<file path="src/hw/rtl/vna_pkg.sv">
`default_nettype none
package vna_pkg;

    localparam int IDX_W  = 10;
    localparam int POS_W  = 16;
    localparam int DIFF_W = 17;
    localparam int PROD_W = 34;
    localparam int FACE_W = 35;
    localparam int Q15_W  = 16;

    localparam logic [1:0] MODE_LOAD     = 2'd0;
    localparam logic [1:0] MODE_TRIANGLE = 2'd1;
    localparam logic [1:0] MODE_READ     = 2'd2;

    localparam logic [1:0] WGT_AREA = 2'd0;
    localparam logic [1:0] WGT_UNIT = 2'd1;
    localparam logic [1:0] WGT_FLAT = 2'd2;

    typedef struct packed {
        logic                    done;
        logic                    zero;
        logic signed [Q15_W-1:0] x;
        logic signed [Q15_W-1:0] y;
        logic signed [Q15_W-1:0] z;
    } norm_res_t;

endpackage
`default_nettype wire

</file>
<file path="src/hw/rtl/vna_norm.sv">
`default_nettype none
module vna_norm import vna_pkg::*; #(
    parameter int VW = 48
) (
    input  wire logic                 aclk,
    input  wire logic                 aresetn,
    input  wire logic                 start,
    input  wire logic signed [VW-1:0] vin_x,
    input  wire logic signed [VW-1:0] vin_y,
    input  wire logic signed [VW-1:0] vin_z,
    output norm_res_t                 res
);

    typedef enum logic [4:0] {
        N_IDLE  = 5'b00001,
        N_SHIFT = 5'b00010,
        N_SQ    = 5'b00100,
        N_ROOT  = 5'b01000,
        N_DIV   = 5'b10000
    } nstate_t;

    nstate_t state_reg, state_next;

    logic [VW-1:0]    m_reg [3];
    logic [2:0]       neg_reg;
    logic [1:0]       cnt_reg;
    logic [59:0]      sq_reg;
    logic [61:0]      s_reg;
    logic [61:0]      r_reg;
    logic [61:0]      bit_reg;
    logic [48:0]      rem_reg;
    logic [4:0]       step_reg;
    logic [16:0]      q_reg;
    logic             done_reg;
    logic             zero_reg;
    logic [Q15_W-1:0] n_reg [3];

    logic             any_hi;
    logic             all_lo;
    logic             all_zero;
    logic [61:0]      trial;
    logic [30:0]      len;
    logic [48:0]      den_sh;
    logic             ge;
    logic [16:0]      q_new;
    logic [Q15_W-1:0] q_out;
    logic [1:0]       jn;

    always_comb begin
        any_hi   = 1'b0;
        all_lo   = 1'b1;
        all_zero = 1'b1;
        for (int i = 0; i < 3; i++) begin
            any_hi   = any_hi | (|m_reg[i][VW-1:30]);
            all_lo   = all_lo & ~(|m_reg[i][VW-1:29]);
            all_zero = all_zero & ~(|m_reg[i]);
        end
    end

    assign trial  = r_reg + bit_reg;
    assign len    = r_reg[30:0];
    assign den_sh = 49'({len, 1'b0}) << step_reg;
    assign ge     = rem_reg >= den_sh;
    assign q_new  = {q_reg[15:0], ge};
    assign jn     = (cnt_reg == 2'd2) ? 2'd0 : cnt_reg + 2'd1;

    always_comb begin
        if (neg_reg[cnt_reg]) begin
            q_out = Q15_W'(-q_new);
        end else if (q_new[16] || q_new[15]) begin
            q_out = 16'h7fff;
        end else begin
            q_out = q_new[15:0];
        end
    end

    always_comb begin
        state_next = state_reg;
        case (state_reg)
            N_IDLE:  if (start) state_next = N_SHIFT;
            N_SHIFT: begin
                if (all_zero) begin
                    state_next = N_IDLE;
                end else if (!any_hi && !all_lo) begin
                    state_next = N_SQ;
                end
            end
            N_SQ:    if (cnt_reg == 2'd3) state_next = N_ROOT;
            N_ROOT:  if (bit_reg[0]) state_next = N_DIV;
            N_DIV:   if (step_reg == 5'd0 && cnt_reg == 2'd2) state_next = N_IDLE;
            default: state_next = N_IDLE;
        endcase
    end

    always_ff @(posedge aclk) begin
        if (!aresetn) begin
            state_reg <= N_IDLE;
            done_reg  <= 1'b0;
        end else begin
            state_reg <= state_next;
            done_reg  <= (state_reg == N_SHIFT && all_zero) ||
                         (state_reg == N_DIV && step_reg == 5'd0 && cnt_reg == 2'd2);
        end
    end

    always_ff @(posedge aclk) begin
        case (state_reg)
            N_IDLE: begin
                m_reg[0]   <= vin_x[VW-1] ? VW'(-vin_x) : vin_x;
                m_reg[1]   <= vin_y[VW-1] ? VW'(-vin_y) : vin_y;
                m_reg[2]   <= vin_z[VW-1] ? VW'(-vin_z) : vin_z;
                neg_reg    <= {vin_z[VW-1], vin_y[VW-1], vin_x[VW-1]};
                cnt_reg    <= 2'd0;
                s_reg      <= '0;
            end
            N_SHIFT: begin
                if (all_zero) begin
                    zero_reg <= 1'b1;
                    n_reg[0] <= '0;
                    n_reg[1] <= '0;
                    n_reg[2] <= '0;
                end else if (any_hi) begin
                    for (int i = 0; i < 3; i++) m_reg[i] <= m_reg[i] >> 1;
                end else if (all_lo) begin
                    for (int i = 0; i < 3; i++) m_reg[i] <= m_reg[i] << 1;
                end
            end
            N_SQ: begin
                if (cnt_reg != 2'd3) begin
                    sq_reg <= m_reg[cnt_reg][29:0] * m_reg[cnt_reg][29:0];
                end
                if (cnt_reg != 2'd0) begin
                    s_reg <= s_reg + 62'(sq_reg);
                end
                cnt_reg <= cnt_reg + 2'd1;
                r_reg   <= '0;
                bit_reg <= 62'd1 << 60;
            end
            N_ROOT: begin
                if (s_reg >= trial) begin
                    s_reg <= s_reg - trial;
                    r_reg <= (r_reg >> 1) + bit_reg;
                end else begin
                    r_reg <= r_reg >> 1;
                end
                bit_reg  <= bit_reg >> 2;
                cnt_reg  <= 2'd0;
                step_reg <= 5'd16;
                q_reg    <= '0;
                rem_reg  <= 49'({m_reg[0][29:0], 16'h0000}) +
                            49'((bit_reg[0] && s_reg >= trial) ?
                                31'((r_reg >> 1) + bit_reg) : 31'(r_reg >> 1));
            end
            N_DIV: begin
                if (step_reg == 5'd0) begin
                    n_reg[cnt_reg] <= q_out;
                    zero_reg       <= 1'b0;
                    cnt_reg        <= jn;
                    step_reg       <= 5'd16;
                    q_reg          <= '0;
                    rem_reg        <= 49'({m_reg[jn][29:0], 16'h0000}) + 49'(len);
                end else begin
                    if (ge) begin
                        rem_reg <= rem_reg - den_sh;
                    end
                    q_reg    <= q_new;
                    step_reg <= step_reg - 5'd1;
                end
            end
            default: begin
                cnt_reg <= 2'd0;
            end
        endcase
    end

    assign res.done = done_reg;
    assign res.zero = zero_reg;
    assign res.x    = n_reg[0];
    assign res.y    = n_reg[1];
    assign res.z    = n_reg[2];

endmodule
`default_nettype wire

</file>
<file path="config.mk">
export PLATFORM = sky130hd
export DESIGN_NAME = vna_norm
export DESIGN_NICKNAME = d
export VERILOG_FILES = /design/src/hw/rtl/vna_pkg.sv /design/src/hw/rtl/vna_norm.sv
export SDC_FILE = /design/constraint.sdc
export NUM_CORES = 2
export LEC_CHECK = 0
export BUFFER_PORTS_ARGS = -buffer_cell sky130_fd_sc_hd__buf_2
export CAP_MARGIN = 10
export CORE_MARGIN = 2
export CORE_UTILIZATION = 35
export DETAILED_ROUTE_END_ITERATION = 7
export PLACE_DENSITY = 0.58
export SLEW_MARGIN = 10
export SYNTH_ARGS = -nofsm -noshare
export SYNTH_HDL_FRONTEND = slang
export SYNTH_SLANG_ARGS = --single-unit
</file>
<file path="constraint.sdc">
create_clock -name aclk -period 31.5 [get_ports aclk]
set_input_delay 3.15 -clock aclk [delete_from_list [all_inputs] [get_ports aclk]]
set_output_delay 3.15 -clock aclk [all_outputs]
set_load 0.005 [all_outputs]
</file>
==> impl_metrics.toml <==
[clock_tree]
cts-buffers-inserted = 66
cts.clk_slew.worst_paths_ns = 0.06
cts_tree = "built"
htreeDepth = 3
cts_sinks = 490
cts_root_buffer = "clkbuf_16"
cts.path.max_buffers = 3
cts_resized = 0
hold_buffers = 0
cts_setup_buffers = 0
worst_skew_pair.late_latency_ns = 0.68

[floorplanning]
core_sq_mm = 0.190
die_h_um = 442
ios = 197
fp.dieW_um = 442
die_area_sq_mm = 0.195
rows = 160
start_util = 0.353

[timing]
grt_setup_unrepaired = "no"
slew_headroom = 0.165
period_share = 0.361
final-setup-viol-count = 0
final_hold_viol_count = 0
fin_crit_ns = 11.36
clock_skew_ns = 0.0366
tightest_slew_ns = 1.24
tns_ns = 0
finalMaxSlewViolations = 0
max_freq_ghz = 0.0880

[worst_setup_path]
critPathCaptureType = "register"
cpMostUsedCell = "o21ai_0"
critPathKind = "register to register"
crit_required_ns = 31.90
cp_slowest_cell = "a2111oi_0"
worst_path_largest_cell_delay_ns = 0.88
start_kind = "register"
cp_max_fo = 79
arrival_ns = 11.76

[synth]
ys_types = 84
async_flop_share = 0
yosys.area.top_type = "edfxtp_1"
synth-edff-count = 482
synth_top_cells_by_area = "edfxtp_1, fa_1, ha_1, inv_1, nand2_1"
avgSynthCellArea_sq_um = 8.78
yosys_register_bits = 490
yosysSeqAreaShare = 0.218
syn_inst = 7639
syn-cell-area_sq_mm = 0.0671
synth_nets = 9005
synth_warnings = 0
ys.flop_type = "edfxtp_1"
netlist.area_leader.share = 0.216

[detailed_routing]
vias = 56300
drt_wl_total_um = 222000
dr.pass1.iters = 6
final_antenna_net_count = 0
wl_per_cell_um = 21.7
drcViolationCount = 0
vias_per_cell = 5.52
drt_iter0_drc = 4994

[placement]
io_buffers = 196
routabilityCongestion = 0.958
hpwl_um = 173000

[global_routing]
grt_pass1_wl_um = 338000
grt_pass1_vias = 55900
grt-ovfl-total = 0
grt_usage = 0.222
grt_max_degree = 113
antenna_found_initial = 7

[cells_and_area]
largest_reg_flops = 144
syn_to_final_growth_pct = 8.56
post_route_cells_drive_above_1_share = 0.0684
fin_nets = 8985

[worst_hold_path]
hold_class = "register to register"

[run_status]
status = "finished, final reports clean"

[flow_run]
cap_violations = 0
## stage by stage
stage | setup slack (ns) | cell area (sq um) | cells | hold slack, ns | util
5_1_grt | 18.97 | 72800 | 10200 | 0.610 | 0.383
4_1_cts | 20.30 | 72800 | 10200 | 0.589 | 0.383
3_5_place_dp | 20.33 | 70600 | 10100 | 0.573 | 0.371
6_report | 20.14 | 72800 | 10200 | 0.590 | 0.383
2_1_floorplan | 21.12 | 67100 | 7639 | 0.553 | -
3_3_place_gp | 20.42 | 70600 | 10100 | 0.561 | 0.371
## critical path, delay by kind of cell (launching register included)
family                   cells  cell delay [ns]
flip-flops                   1             0.60
AO/OA/AOI/OAI               20             5.47
buffers and inverters        2             0.73
adder cells (fa/ha/maj)      5             1.53
XOR/XNOR                     2             0.28
AND/OR/NAND/NOR             11             2.41
## per-layer routing
metal  vias up  share of wire  track usage  wire [um]
met5         -        0.00010            0         23
met4         4          0.029       0.0639       6350
met3       335          0.073       0.0353      16200
met2      2104           0.46        0.358     101000
met1     27900           0.44        0.306      97900
li1      26000              -            -          -
## kinds of logic (layout without fill, tap and decap cells)
logic type,after synthesis,after routing,share of synthesized area
adder cells (fa/ha/maj),1219,1219,0.306
multiplexers,142,142,0.0249
AO/OA/AOI/OAI,1693,1693,0.157
other,0,7,0
buffers and inverters,1370,1402,0.0769
XOR/XNOR,532,532,0.0695
flip-flops,490,490,0.218
AND/OR/NAND/NOR,2193,2193,0.148
## final cells by class
cell class	instances	area, sq um
antenna	7	17.5
tap	2511	3140
sequential	490	14600
clock inverter	44	444
inverter	998	3750
multi-input combinational	5779	47400
timing repair buffer	284	1640
fill	19200	117000
clock buffer	76	1760
## cell usage after synthesis, drive strengths merged (11+ instances only)
master / number
mux4: 17
or4: 33
nand4: 87
a21oi: 489
or3: 54
a21boi: 16
a211o: 13
nor4: 53
o22ai: 70
mux2: 27
o311ai: 11
nor2b: 69
a221oi: 14
o21ai: 406
o21a: 53
nor3: 86
clkbuf: 337
inv: 990
xor2: 294
or2: 25
buf: 35
nor2: 722
o211ai: 13
nand3: 88
and4: 13
edfxtp: 482
and3: 46
nand2b: 56
mux2i: 98
ha: 519
o21bai: 55
nand2: 776
a31oi: 97
a211oi: 57
and2: 56
fa: 700
a31o: 14
o22a: 24
xnor2: 238
a22oi: 11
a21o: 192
o31ai: 65
o41ai: 27
## worst paths after layout
path | from | endpoint | slack [ns] | depth (start not counted)
worst max-delay path | bit_reg[0] | rem_reg[44] | 20.14 | 40
worst min-delay path | m_reg[1][31] | m_reg[1][30] | 0.59 | 1
worst max register to register | bit_reg[0] | rem_reg[44] | 20.14 | 40
worst min register to register | m_reg[1][31] | m_reg[1][30] | 0.59 | 1
## placed cells by master (no fill, tap or decap), drive strengths merged, types with 192 or more instances in the layout
cell type    n
buf        284
nor2       722
nand2      776
edfxtp     482
inv        992
o21ai      406
a21oi      489
a21o       192
xnor2      238
ha         519
fa         700
xor2       294
Power is left out: the tool's default activity adds up to more than one toggle a clock period on the data nets, which glitch-free logic cannot reach.
